**src/utf8sr_pkg.sv**
```systemverilog
// shared types and constants for the utf-8 script run segmenter
package utf8sr_pkg;

    localparam int BYTE_W   = 8;
    localparam int CP_W     = 21;
    localparam int NBYTES_W = 3;
    localparam int REM_W    = 2;
    localparam int M_DATA_W = 24;
    localparam int M_USER_W = 2;

    localparam logic [CP_W-1:0] DEVA_LO = 21'h000900;
    localparam logic [CP_W-1:0] DEVA_HI = 21'h00097F;
    localparam logic [CP_W-1:0] CP_ZWJ  = 21'h00200D;
    localparam logic [CP_W-1:0] CP_ZWNJ = 21'h00200C;

    localparam logic [BYTE_W-1:0] MASK_LEAD2 = 8'hE0;
    localparam logic [BYTE_W-1:0] PFX_LEAD2  = 8'hC0;
    localparam logic [BYTE_W-1:0] MASK_LEAD3 = 8'hF0;
    localparam logic [BYTE_W-1:0] PFX_LEAD3  = 8'hE0;
    localparam logic [BYTE_W-1:0] MASK_LEAD4 = 8'hF8;
    localparam logic [BYTE_W-1:0] PFX_LEAD4  = 8'hF0;

    localparam logic [REM_W-1:0]    REM_NONE = 2'd0;
    localparam logic [REM_W-1:0]    REM_ONE  = 2'd1;
    localparam logic [REM_W-1:0]    REM_TWO  = 2'd2;
    localparam logic [REM_W-1:0]    REM_THREE = 2'd3;
    localparam logic [NBYTES_W-1:0] LEN_ONE  = 3'd1;
    localparam logic [NBYTES_W-1:0] LEN_TWO  = 3'd2;
    localparam logic [NBYTES_W-1:0] LEN_THREE = 3'd3;
    localparam logic [NBYTES_W-1:0] LEN_FOUR = 3'd4;

    typedef struct packed {
        logic [BYTE_W-1:0] byte_value;
        logic              end_of_string;
    } in_item_t;

    typedef struct packed {
        logic [CP_W-1:0]     code_point;
        logic [NBYTES_W-1:0] char_bytes;
        logic                is_target_script;
        logic                begins_run;
        logic                string_done;
    } result_t;

    function automatic logic is_target(input logic [CP_W-1:0] cp);
        return ((cp >= DEVA_LO) && (cp <= DEVA_HI)) || (cp == CP_ZWJ) || (cp == CP_ZWNJ);
    endfunction

endpackage

```
**src/utf8sr_in_stage.sv**
```systemverilog
// input register stage for incoming byte transactions
module utf8sr_in_stage
    import utf8sr_pkg::*;
(
    input  logic     aclk,
    input  logic     aresetn,
    input  logic     s_valid,
    output logic     s_ready,
    input  in_item_t s_item,
    input  logic     advance,
    output logic     item_valid,
    output in_item_t item
);

    logic     valid_reg, valid_next;
    in_item_t item_reg, item_next;

    assign s_ready = !valid_reg || advance;

    always_comb begin
        valid_next = valid_reg;
        item_next  = item_reg;
        if (s_ready) begin
            valid_next = s_valid;
            if (s_valid) begin
                item_next = s_item;
            end
        end
    end

    always_ff @(posedge aclk) begin
        if (!aresetn) begin
            valid_reg <= 1'b0;
        end else begin
            valid_reg <= valid_next;
        end
        item_reg <= item_next;
    end

    assign item_valid = valid_reg;
    assign item       = item_reg;

endmodule

```
**src/utf8sr_decoder.sv**
```systemverilog
// utf-8 decode state, character classing and run start detection
module utf8sr_decoder
    import utf8sr_pkg::*;
(
    input  logic     aclk,
    input  logic     aresetn,
    input  logic     item_valid,
    input  in_item_t item,
    input  logic     advance,
    output logic     res_valid,
    output result_t  res
);

    logic [REM_W-1:0]    rem_reg, rem_next;
    logic [NBYTES_W-1:0] len_reg, len_next;
    logic [CP_W-1:0]     pcp_reg, pcp_next;
    logic                class_reg, class_next;
    logic                start_reg, start_next;

    logic                fin;
    logic [CP_W-1:0]     cp;
    logic [NBYTES_W-1:0] nb;
    logic [CP_W-1:0]     cont_bits;
    logic [BYTE_W-1:0]   b;
    logic                last;
    logic                cls;
    logic                step;

    assign b    = item.byte_value;
    assign last = item.end_of_string;
    assign step = item_valid && advance;

    always_comb begin
        case (rem_reg)
            REM_ONE:   cont_bits = {15'd0, b[5:0]};
            REM_TWO:   cont_bits = {9'd0, b[5:0], 6'd0};
            REM_THREE: cont_bits = {3'd0, b[5:0], 12'd0};
            default:   cont_bits = '0;
        endcase
    end

    always_comb begin
        rem_next   = rem_reg;
        len_next   = len_reg;
        pcp_next   = pcp_reg;
        class_next = class_reg;
        start_next = start_reg;
        fin        = 1'b0;
        cp         = '0;
        nb         = '0;
        cls        = 1'b0;

        if (rem_reg == REM_NONE) begin
            if (!b[7]) begin
                cp  = {13'd0, b};
                nb  = LEN_ONE;
                fin = 1'b1;
            end else if ((b & MASK_LEAD2) == PFX_LEAD2) begin
                pcp_next = {10'd0, b[4:0], 6'd0};
                rem_next = REM_ONE;
                len_next = LEN_TWO;
            end else if ((b & MASK_LEAD3) == PFX_LEAD3) begin
                pcp_next = {5'd0, b[3:0], 12'd0};
                rem_next = REM_TWO;
                len_next = LEN_THREE;
            end else if ((b & MASK_LEAD4) == PFX_LEAD4) begin
                pcp_next = {b[2:0], 18'd0};
                rem_next = REM_THREE;
                len_next = LEN_FOUR;
            end else begin
                cp  = '0;
                nb  = LEN_ONE;
                fin = 1'b1;
            end
        end else begin
            pcp_next = pcp_reg | cont_bits;
            rem_next = rem_reg - REM_ONE;
            if (rem_next == REM_NONE) begin
                cp  = pcp_next;
                nb  = len_reg;
                fin = 1'b1;
            end
        end

        // cut-off character at end of string: missing bits stay zero
        if (!fin && last) begin
            cp  = pcp_next;
            nb  = len_next - {1'b0, rem_next};
            fin = 1'b1;
        end

        cls = is_target(cp);
        if (fin) begin
            rem_next   = REM_NONE;
            len_next   = '0;
            pcp_next   = '0;
            class_next = cls;
            start_next = last;
        end
    end

    always_ff @(posedge aclk) begin
        if (!aresetn) begin
            rem_reg   <= REM_NONE;
            len_reg   <= '0;
            pcp_reg   <= '0;
            class_reg <= 1'b0;
            start_reg <= 1'b1;
        end else if (step) begin
            rem_reg   <= rem_next;
            len_reg   <= len_next;
            pcp_reg   <= pcp_next;
            class_reg <= class_next;
            start_reg <= start_next;
        end
    end

    assign res_valid            = item_valid && fin;
    assign res.code_point       = cp;
    assign res.char_bytes       = nb;
    assign res.is_target_script = cls;
    assign res.begins_run       = start_reg || (cls != class_reg);
    assign res.string_done      = last;

endmodule

```
**src/utf8sr_out_stage.sv**
```systemverilog
// result register stage for outgoing character transactions
module utf8sr_out_stage
    import utf8sr_pkg::*;
(
    input  logic    aclk,
    input  logic    aresetn,
    input  logic    res_valid,
    input  result_t res,
    output logic    advance,
    output logic    m_valid,
    input  logic    m_ready,
    output result_t m_res
);

    logic    valid_reg, valid_next;
    result_t res_reg, res_next;

    assign advance = !valid_reg || m_ready;

    always_comb begin
        valid_next = valid_reg;
        res_next   = res_reg;
        if (advance) begin
            valid_next = res_valid;
            if (res_valid) begin
                res_next = res;
            end
        end
    end

    always_ff @(posedge aclk) begin
        if (!aresetn) begin
            valid_reg <= 1'b0;
        end else begin
            valid_reg <= valid_next;
        end
        res_reg <= res_next;
    end

    assign m_valid = valid_reg;
    assign m_res   = res_reg;

endmodule

```
**src/utf8_script_run_segmenter.sv**
```systemverilog
// top level of the utf-8 decoder with script run segmentation
// path: a character's final byte is held in the input register, decoded combinationally and
// registered on m_ in the result register, which holds it until its transaction completes
// throughput: one byte transaction per cycle while m_tready does not stall the result register,
// as the decode between the input register and the result register is combinational
// reset: synchronous active-low aresetn clears both stage valids and the decode state,
// the next byte starts a new string
module utf8_script_run_segmenter
    import utf8sr_pkg::*;
(
    input  logic                aclk,
    input  logic                aresetn,
    input  logic                s_tvalid,
    output logic                s_tready,
    input  logic [BYTE_W-1:0]   s_tdata,  // byte_value
    input  logic                s_tlast,  // end_of_string
    output logic                m_tvalid,
    input  logic                m_tready,
    output logic [M_DATA_W-1:0] m_tdata,  // code_point[20:0], char_bytes[23:21]
    output logic [M_USER_W-1:0] m_tuser,  // is_target_script[0], begins_run[1]
    output logic                m_tlast   // string_done
);

    in_item_t s_item;
    in_item_t item;
    logic     item_valid;
    logic     advance;
    logic     res_valid;
    result_t  res;
    result_t  m_res;

    assign s_item.byte_value    = s_tdata;
    assign s_item.end_of_string = s_tlast;

    utf8sr_in_stage u_in (
        .aclk       (aclk),
        .aresetn    (aresetn),
        .s_valid    (s_tvalid),
        .s_ready    (s_tready),
        .s_item     (s_item),
        .advance    (advance),
        .item_valid (item_valid),
        .item       (item)
    );

    utf8sr_decoder u_dec (
        .aclk       (aclk),
        .aresetn    (aresetn),
        .item_valid (item_valid),
        .item       (item),
        .advance    (advance),
        .res_valid  (res_valid),
        .res        (res)
    );

    utf8sr_out_stage u_out (
        .aclk      (aclk),
        .aresetn   (aresetn),
        .res_valid (res_valid),
        .res       (res),
        .advance   (advance),
        .m_valid   (m_tvalid),
        .m_ready   (m_tready),
        .m_res     (m_res)
    );

    assign m_tdata = {m_res.char_bytes, m_res.code_point};
    assign m_tuser = {m_res.begins_run, m_res.is_target_script};
    assign m_tlast = m_res.string_done;

    a_reset_empty: assert property (@(posedge aclk) !aresetn |=> !m_tvalid)
        else $error("result valid right after reset");

    a_bytes_range: assert property (@(posedge aclk) disable iff (!aresetn)
        m_tvalid |-> (m_res.char_bytes != 3'd0) && (m_res.char_bytes <= LEN_FOUR))
        else $error("char_bytes out of range");

    a_class_match: assert property (@(posedge aclk) disable iff (!aresetn)
        m_tvalid && m_res.is_target_script |->
            ((m_res.code_point >= DEVA_LO) && (m_res.code_point <= DEVA_HI))
            || (m_res.code_point == CP_ZWJ) || (m_res.code_point == CP_ZWNJ))
        else $error("target class on code point outside target set");

    a_stall_cause: assert property (@(posedge aclk) disable iff (!aresetn)
        !s_tready |-> m_tvalid && !m_tready)
        else $error("input stalled while result side free");

endmodule

```
**config.mk**
```make
export PLATFORM = sky130hd
export DESIGN_NAME = utf8_script_run_segmenter
export DESIGN_NICKNAME = d
export VERILOG_FILES = /design/src/utf8sr_pkg.sv /design/src/utf8sr_in_stage.sv /design/src/utf8sr_decoder.sv /design/src/utf8sr_out_stage.sv /design/src/utf8_script_run_segmenter.sv
export SDC_FILE = /design/constraint.sdc
export NUM_CORES = 1
export LEC_CHECK = 0
export ABC_CLOCK_PERIOD_IN_PS = 2800
export BUFFER_PORTS_ARGS = -buffer_cell sky130_fd_sc_hd__buf_2
export CAP_MARGIN = 25
export CORE_UTILIZATION = 40
export CTS_CLUSTER_DIAMETER = 30
export DETAILED_ROUTE_END_ITERATION = 8
export GPL_ROUTABILITY_DRIVEN = 0
export PLACE_DENSITY = 0.69
export SYNTH_ARGS = -nofsm -noshare
export SYNTH_HDL_FRONTEND = slang
export SYNTH_SLANG_ARGS = --single-unit
```
**constraint.sdc**
```tcl
create_clock -name aclk -period 2.8 [get_ports aclk]
set_input_delay 0.14 -clock aclk [delete_from_list [all_inputs] [get_ports aclk]]
set_output_delay 0.14 -clock aclk [all_outputs]
set_load 0.02 [all_outputs]
```
### Word-level counts from Yosys, hierarchy flattened

Cells that the tools add are included.

| word-level totals | value |
|---|---|
| flip-flop bits (word level) | 66 |
| input port bits | 13 |
| output and inout bits | 29 |
| logic and storage cells | 82 |

| operators by class | value |
|---|---|
| magnitude comparators | 2 |
| bitwise operators | 1 |
| add/subtract/negate cells | 2 |
| mux-type cells | 37 |
| reductions and logical operators | 17 |
| eq/ne operators | 9 |

Operators by type and width:

| operator | number |
|---|---|
| 21-bit 2-to-1 mux | 9 |
| 18-bit one-hot mux with 3 select lines | 1 |
| 21-bit by 14-bit == test with 1-bit output, second input constant | 2 |
| 3-bit 2-to-1 mux | 12 |
| 21-bit by 12-bit >= comparator with 1-bit output, second input constant | 1 |
| 21-bit by 12-bit less-or-equal comparator with 1-bit output, second input constant | 1 |
| 21-bit bitwise OR | 1 |
| 2-bit 2-to-1 mux | 6 |
| 1-bit 2-to-1 mux | 8 |
| 7-bit 2-to-1 mux | 1 |
| 2-bit AND reduction | 3 |
| 5-bit == test, second input constant | 1 |
| 1-bit logical OR | 5 |
| 2-bit == test, second input constant | 2 |
| 4-bit == test, second input constant | 1 |
| 1-bit logical AND | 4 |
| 2-bit zero test | 2 |
| 3-bit == test, second input constant | 1 |
| 1-bit zero test | 3 |
| 3-bit by 2-bit subtractor with 3-bit output | 1 |
| 2-bit by 1-bit == test with 1-bit output, second input constant | 1 |
| 2-bit by 1-bit subtractor with 2-bit output, second input constant | 1 |
| 1-bit inequality test | 1 |

### Longest topological paths before layout

Gate-level depths: netlist of the first run.

| logic depth | value |
|---|---|
| depth in word-level cells | 15 |
| mapped depth | 12 |
| mapped depth without buffers | 11 |

### By module

A second synthesis of the first run with hierarchy kept.

| second synthesis, totals | value |
|---|---|
| cells, all modules | 310 |
| area, all modules | 3,185.6 µm² |

By module, submodules not included:

| module | instances | area an instance (µm²) | seq. area each (µm²) | cells an instance |
|---|---|---|---|---|
| utf8sr_decoder | 1 | 1,989.4 | 560.5 | 264 |
| utf8sr_out_stage | 1 | 868.3 | 830.8 | 32 |
| utf8sr_in_stage | 1 | 327.8 | 290.3 | 14 |

### Worst setup path after synthesis of the first run

Ideal clock, no wire load.

| path | value |
|---|---|
| kind | register -> register |
| start point | register u_in.item_reg (netlist bit u_in.item[6]) |
| end point | register u_out.res_reg (netlist bit u_out.m_res[1]), data pin |
| period minus slack after synthesis | 2.922 ns |
| stages on the path, launching flop included | 9 |
| library setup time | 0.265 ns |
| data arrival time | 2.657 ns |
| path buffers | 1 |
| path slack | -0.122 ns |
| path through | edfxtp_1 > buf_4 > nor2b_1 > o32ai_1 > or4_1 > or3_1 > or4_4 > o31a_1 > or3_1 |

RTL lines:

| what | line | RTL |
|---|---|---|
| start, declared | utf8sr_in_stage.sv:16 | `in_item_t item_reg, item_next;` |
| start signal, assigned | utf8sr_in_stage.sv:37 | `item_reg <= item_next;` |
| end signal, assigned | utf8sr_out_stage.sv:37 | `res_reg <= res_next;` |
| end, declared | utf8sr_out_stage.sv:16 | `result_t res_reg, res_next;` |

==> results of run 1 <==
power breakdown:
part / switching (mW) / internal, mW / leakage, nW
Combinational: 0.138 / 0.0911 / 0.967
Clock: 0.340 / 0.393 / 0.0927
Sequential: 0.0163 / 1.05 / 0.571
Yosys cell counts, types with 3 or more instances:
cell type / count / area (um2)
nor3_1: 5 / 25.0
o31a_1: 3 / 26.3
a21oi_1: 22 / 110
edfxtp_1: 36 / 1080
a22oi_1: 10 / 75.1
o21ai_0: 27 / 135
o31ai_1: 3 / 22.5
clkbuf_1: 19 / 71.3
dfxtp_1: 30 / 601
o22ai_1: 5 / 31.3
a21o_1: 4 / 30.0
buf_2: 3 / 15.0
and3_1: 6 / 37.5
inv_1: 8 / 30.0
nor2_1: 21 / 78.8
nand2_1: 29 / 109
a31oi_1: 4 / 25.0
a32o_1: 4 / 40.0
nand3_1: 5 / 25.0
a32oi_1: 4 / 35.0
a2bb2oi_1: 5 / 43.8
nand2b_1: 8 / 50.1
nor2b_1: 17 / 106
and2_1: 10 / 62.6
cell families after synthesis:
logic type               Yosys count
adder cells (fa/ha/maj)            2
multiplexers                       1
buffers and inverters             32
flip-flops                        66
AO/OA/AOI/OAI                    110
AND/OR/NAND/NOR                  114
metal layers:
| layer | share of wire (%) | track usage (%) | wire [um] | vias to the layer above |
|---|---|---|---|---|
| li1 | - | - | - | 1396 |
| met1 | 42 | 27.7 | 3700 | 1345 |
| met2 | 45 | 34.8 | 3970 | 176 |
| met3 | 10 | 6.70 | 898 | 19 |
| met4 | 2.2 | 8.60 | 193 | 0 |
| met5 | 0 | 0 | 0 | - |
path summary, 6_finish.rpt:
kind / start / to / slack [ps] / cells past startpoint
setup reg to reg: u_dec.pcp_reg[14]$_SDFFE_PN0P_ / u_out.m_res[1]$_DFFE_PP_ / -70 / 7
hold / removal: s_tvalid / u_in.item_valid$_SDFFE_PN0N_ / 50 / 3
setup / recovery: u_dec.pcp_reg[14]$_SDFFE_PN0P_ / u_out.m_res[1]$_DFFE_PP_ / -70 / 7
hold reg to reg: u_dec.pcp_reg[0]$_SDFFE_PN0P_ / u_dec.pcp_reg[0]$_SDFFE_PN0P_ / 480 / 1
through the flow:
stage / total power [mW] / setup TNS (ps) / utilization, %
6_report: 2.03 / -72.3 / 54.4
2_1_floorplan: 1.21 / 0 / -
4_1_cts: 2.05 / -42.1 / 53.9
3_5_place_dp: 1.30 / -145 / 50.0
5_1_grt: 2.11 / -123 / 54.4
3_3_place_gp: 1.30 / -104 / 50.0
worst reg2reg max path, stage by stage, from the launching register on:
cell and delay (ps):
dfxtp_2 340, nor4_4 320, a21oi_1 110, or4_1 550
or3_1 350, or4_4 430, o31a_1 250, or3_1 290
what timing repair did:
item                                    CTS  global route
pin swaps                                 6             0
gates resized for setup                   5             8
endpoints found under the setup margin    2             3
hold endpoints to repair                  9             0
hold buffers                              9             0
setup buffers                             1             0
gates cloned                              0             0
cell type report:
type | count | area, um2
fill | 665 | 3520
multi-input combinational | 227 | 1470
sequential | 66 | 1680
clock buffer | 14 | 173
tap | 102 | 128
timing repair buffer | 105 | 708
clock inverter | 2 | 12.5
inverter | 8 | 30.0
==> results_dict.tcl, run 1 <==
set metrics [dict create \
    worstPathMaxFanout 2 \
    synthSimpleGateAreaFrac_pct 18.8 \
    grt_use_total_pct 21.9 \
    final_area_mm2 0.00420 \
    dpl-instance-area_mm2 0.00386 \
    cts.path.max_buffers 2 \
    grt_pass1_vias 2794 \
    synth_top_family_by_area "compound AO/OA/AOI/OAI gates" \
    ctsRootBufferMaster "clkbuf_8" \
    period_share_pct 103 \
    pre_cts_slack_ps -145 \
    cts_tree "done" \
    rows 32 \
    start_util_pct 41.5 \
    diodes 0 \
    die_h_um 91.5 \
    synth_cell_types 55 \
    htreeDepth 3 \
    crit_required_ps 2890 \
    syn_avg_cell_area_um2 9.86 \
    fin_skew_ps 7.85 \
    wl_um 8760 \
    seq_area_frac_synth_pct 52.5 \
    synthAdderAreaFrac_pct 1.01 \
    cpMostUsedCell "or3_1" \
    hold_violations 0 \
    worstSetupPathType "flop to flop" \
    viasPerCell 5.60 \
    place_inst 499 \
    instances_no_fill 524 \
    slew_violations 0 \
    ys.flop_type "edfxtp_1" \
    setup_viol 1 \
    vias 2936 \
    grt.overflow.total 0 \
    clk-insertion-delay-late_ps 340 \
    maxCapViolations 0 \
    worst_pin_slew_ps 660 \
    drive_gt1_share_pct 30.6 \
    syn_nets 340 \
    synth_compound_area_share_pct 23.2 \
    largest_register_ffs 27 \
    final_cell_mix "55 x buf_4, 41 x buf_2, 36 x edfxtp_1" \
    outcome "finished, violations left" \
    synthCells 325 \
    setup_slack_ps -72.3 \
    path_clk_slew_ps 70 \
    leakagePower_nw 1.63 \
    synthArstFlopShare_pct 0 \
    grt_pass1_wl_um 13800 \
    dr.pass1.iters 5 \
    critPathCaptureType "flop" \
    max_freq_ghz 0.348 \
    cts_buffers 9 \
    synthMuxAreaShare_pct 0.312 \
    syn_area_mm2 0.00321 \
    ant_nets 0 \
    final_common_cell "buf_4" \
    drt_iter0_drc 356 \
    hpwl_um 6260 \
    area_growth_pct 31.1 \
    max_stage_delay_ps 550 \
    hold_path_class "input pin to flop" \
    crit_family "simple AND/OR/NAND/NOR gates" \
    routedWlPerCell_um 16.7 \
    die_area_mm2 0.00838 \
    yosys_warnings 0 \
    power_density_mw_per_mm2 484 \
    ios 42 \
    rsz0062_at_grt "yes" \
    die_w_um 91.5 \
    synth_edf_count 36 \
    antenna_found_initial 0 \
    cp_slowest_cell "or4_1" \
    slew_headroom_pct 55.5 \
    synth-xor-area-share_pct 0 \
    timing.final.crit_period_ps 2870 \
    grt_max_degree 29 \
    hold_ws_ps 45.0 \
    nets 432 \
    clock_sinks 66 \
    ys_ff_latch 66 \
    numPortBuffers 41 \
    crit_chain "nor4_4, a21oi_1, or4_1, or3_1, or4_4, o31a_1, or3_1" \
    worst-path-buf-inv 0 \
    vdd_drop_max_mv 0.257 \
    crit_arrival_ps 2960 \
    core_mm2 0.00773 \
    violations "negative setup slack" \
    start_kind "flop" \
    drc 0 \
]
Note: power is estimated with default switching activity, not from simulation.
==> inputs of run 2 (changes only) <==
--- a/config.mk
+++ b/config.mk
@@ -8,11 +8,13 @@
 export ABC_CLOCK_PERIOD_IN_PS = 2800
 export BUFFER_PORTS_ARGS = -buffer_cell sky130_fd_sc_hd__buf_2
 export CAP_MARGIN = 25
+export CORE_ASPECT_RATIO = 0.75
 export CORE_UTILIZATION = 40
 export CTS_CLUSTER_DIAMETER = 30
 export DETAILED_ROUTE_END_ITERATION = 8
 export GPL_ROUTABILITY_DRIVEN = 0
-export PLACE_DENSITY = 0.69
+export GPL_TIMING_DRIVEN = 0
+export PLACE_DENSITY = 0.7
 export SYNTH_ARGS = -nofsm -noshare
 export SYNTH_HDL_FRONTEND = slang
 export SYNTH_SLANG_ARGS = --single-unit
==> results_dict.tcl, run 2 (synthesized netlist as in run 1, its figures left out) <==
set metrics [dict create \
    die_h_um 79.5 \
    worstSetupPathType "flop to flop" \
    wl_met2_um 3810 \
    met3WireLength_um 1140 \
    start_kind "flop" \
    drive_gt1_share_pct 25.4 \
    rsz0062_at_grt "yes" \
    drc 0 \
    crit_required_ps 2910 \
    area_growth_pct 27.2 \
    worstPathMaxFanout 4 \
    utilization_pct 54.1 \
    r2r-start "u_dec.pcp_reg[14]$_SDFFE_PN0P_" \
    vias 2944 \
    leakagePower_nw 1.49 \
    hpwl_um 5850 \
    ant_nets 0 \
    slew_violations 0 \
    timing.final.crit_period_ps 2970 \
    ctsRootBufferMaster "clkbuf_8" \
    path_clk_slew_ps 80 \
    nets 411 \
    min_from "s_tvalid" \
    violations "negative setup slack" \
    grt.overflow.total 0 \
    antenna_found_initial 0 \
    cts_tree "done" \
    start_util_pct 42.6 \
    maxCapViolations 0 \
    max_freq_ghz 0.337 \
    rows 27 \
    crit_start "u_dec.pcp_reg[14]$_SDFFE_PN0P_" \
    hold_violations 0 \
    final_common_cell "buf_2" \
    outcome "finished, violations left" \
    dpl-instance-area_mm2 0.00355 \
    die_w_um 105 \
    setup_slack_ps -165 \
    ios 42 \
    grt_pass1_wl_um 14000 \
    clk-insertion-delay-late_ps 360 \
    instances_no_fill 502 \
    power_mw 2.17 \
    vdd_drop_max_mv 0.292 \
    slew_headroom_pct 49.6 \
    largest_register_ffs 27 \
    final_cell_mix "40 x buf_2, 36 x edfxtp_1, 28 x nand2_1" \
    worst_pin_slew_ps 751 \
    grt_pass1_vias 2656 \
    tns_ps -186 \
    cts.path.max_buffers 2 \
    topRoutingLayerUsed "met4" \
    hold_ws_ps 28.6 \
    wl_met1_um 3780 \
    diodes 0 \
    routedWlPerCell_um 17.8 \
    cts_buffers 9 \
    final_area_mm2 0.00408 \
    die_area_mm2 0.00838 \
    core_mm2 0.00753 \
    hold_path_class "input pin to flop" \
    fin_skew_ps 9.51 \
    grt_max_degree 15 \
    setup_viol 2 \
    htreeDepth 3 \
    viasPerCell 5.86 \
    period_share_pct 106 \
    crit_arrival_ps 3070 \
    clock_sinks 66 \
    numPortBuffers 40 \
    grt_use_total_pct 22.3 \
    dr.pass1.iters 5 \
    drt_iter0_drc 438 \
    critPathCaptureType "flop" \
    power_density_mw_per_mm2 532 \
    pre_cts_slack_ps -409 \
    place_inst 466 \
    wl_um 8910 \
]
## run 2: power breakdown
part	internal, mW	total (mW)	leakage (nW)	switching (mW)
clock	0.499	0.878	0.105	0.379
sequential	1.05	1.07	0.572	0.0140
combinational	0.0803	0.225	0.808	0.145
## run 2: final timing paths
path | endpoint | slack, ps | depth (start not counted)
setup / recovery | u_out.m_res[1]$_DFFE_PP_ | -170 | 7
hold reg to reg | u_dec.pcp_reg[0]$_SDFFE_PN0P_ | 490 | 1
setup reg to reg | u_out.m_res[1]$_DFFE_PP_ | -170 | 7
hold / removal | u_in.item_valid$_SDFFE_PN0N_ | 30 | 3
## run 2: final cells by class
cell class | count | area (um2)
buffer | 22 | 130
clock buffer | 9 | 124
clock inverter | 7 | 93.8
fill | 659 | 3460
inverter | 8 | 37.5
multi-input combinational | 227 | 1490
sequential | 66 | 1690
tap | 101 | 126
timing repair buffer | 61 | 384
timing repair inverter | 1 | 7.51
## run 2: what timing repair did
action                                  4_1_cts  5_1_grt
resized for setup                            19       22
cloned                                        1        0
hold buffers                                  9        0
endpoints found under the hold margin         9        0
endpoints found under the setup margin       30        3
pin swaps                                     6        4
setup buffers                                 7        5
## run 2: worst max-delay path: stages (launching register included)
cell and delay (ps):
dfxtp_2 360, nor4_4 330, a21oi_1 120, or4_4 530, or3_4 370, or4_4 430
o31a_1 280, or3_1 300
## run 2: per-layer routing
layer  global-route usage, %  vias up
met5                       0        -
met4                    5.92        0
met3                    9.55       25
met2                    32.4      197
met1                    30.1     1365
li1                        -     1357
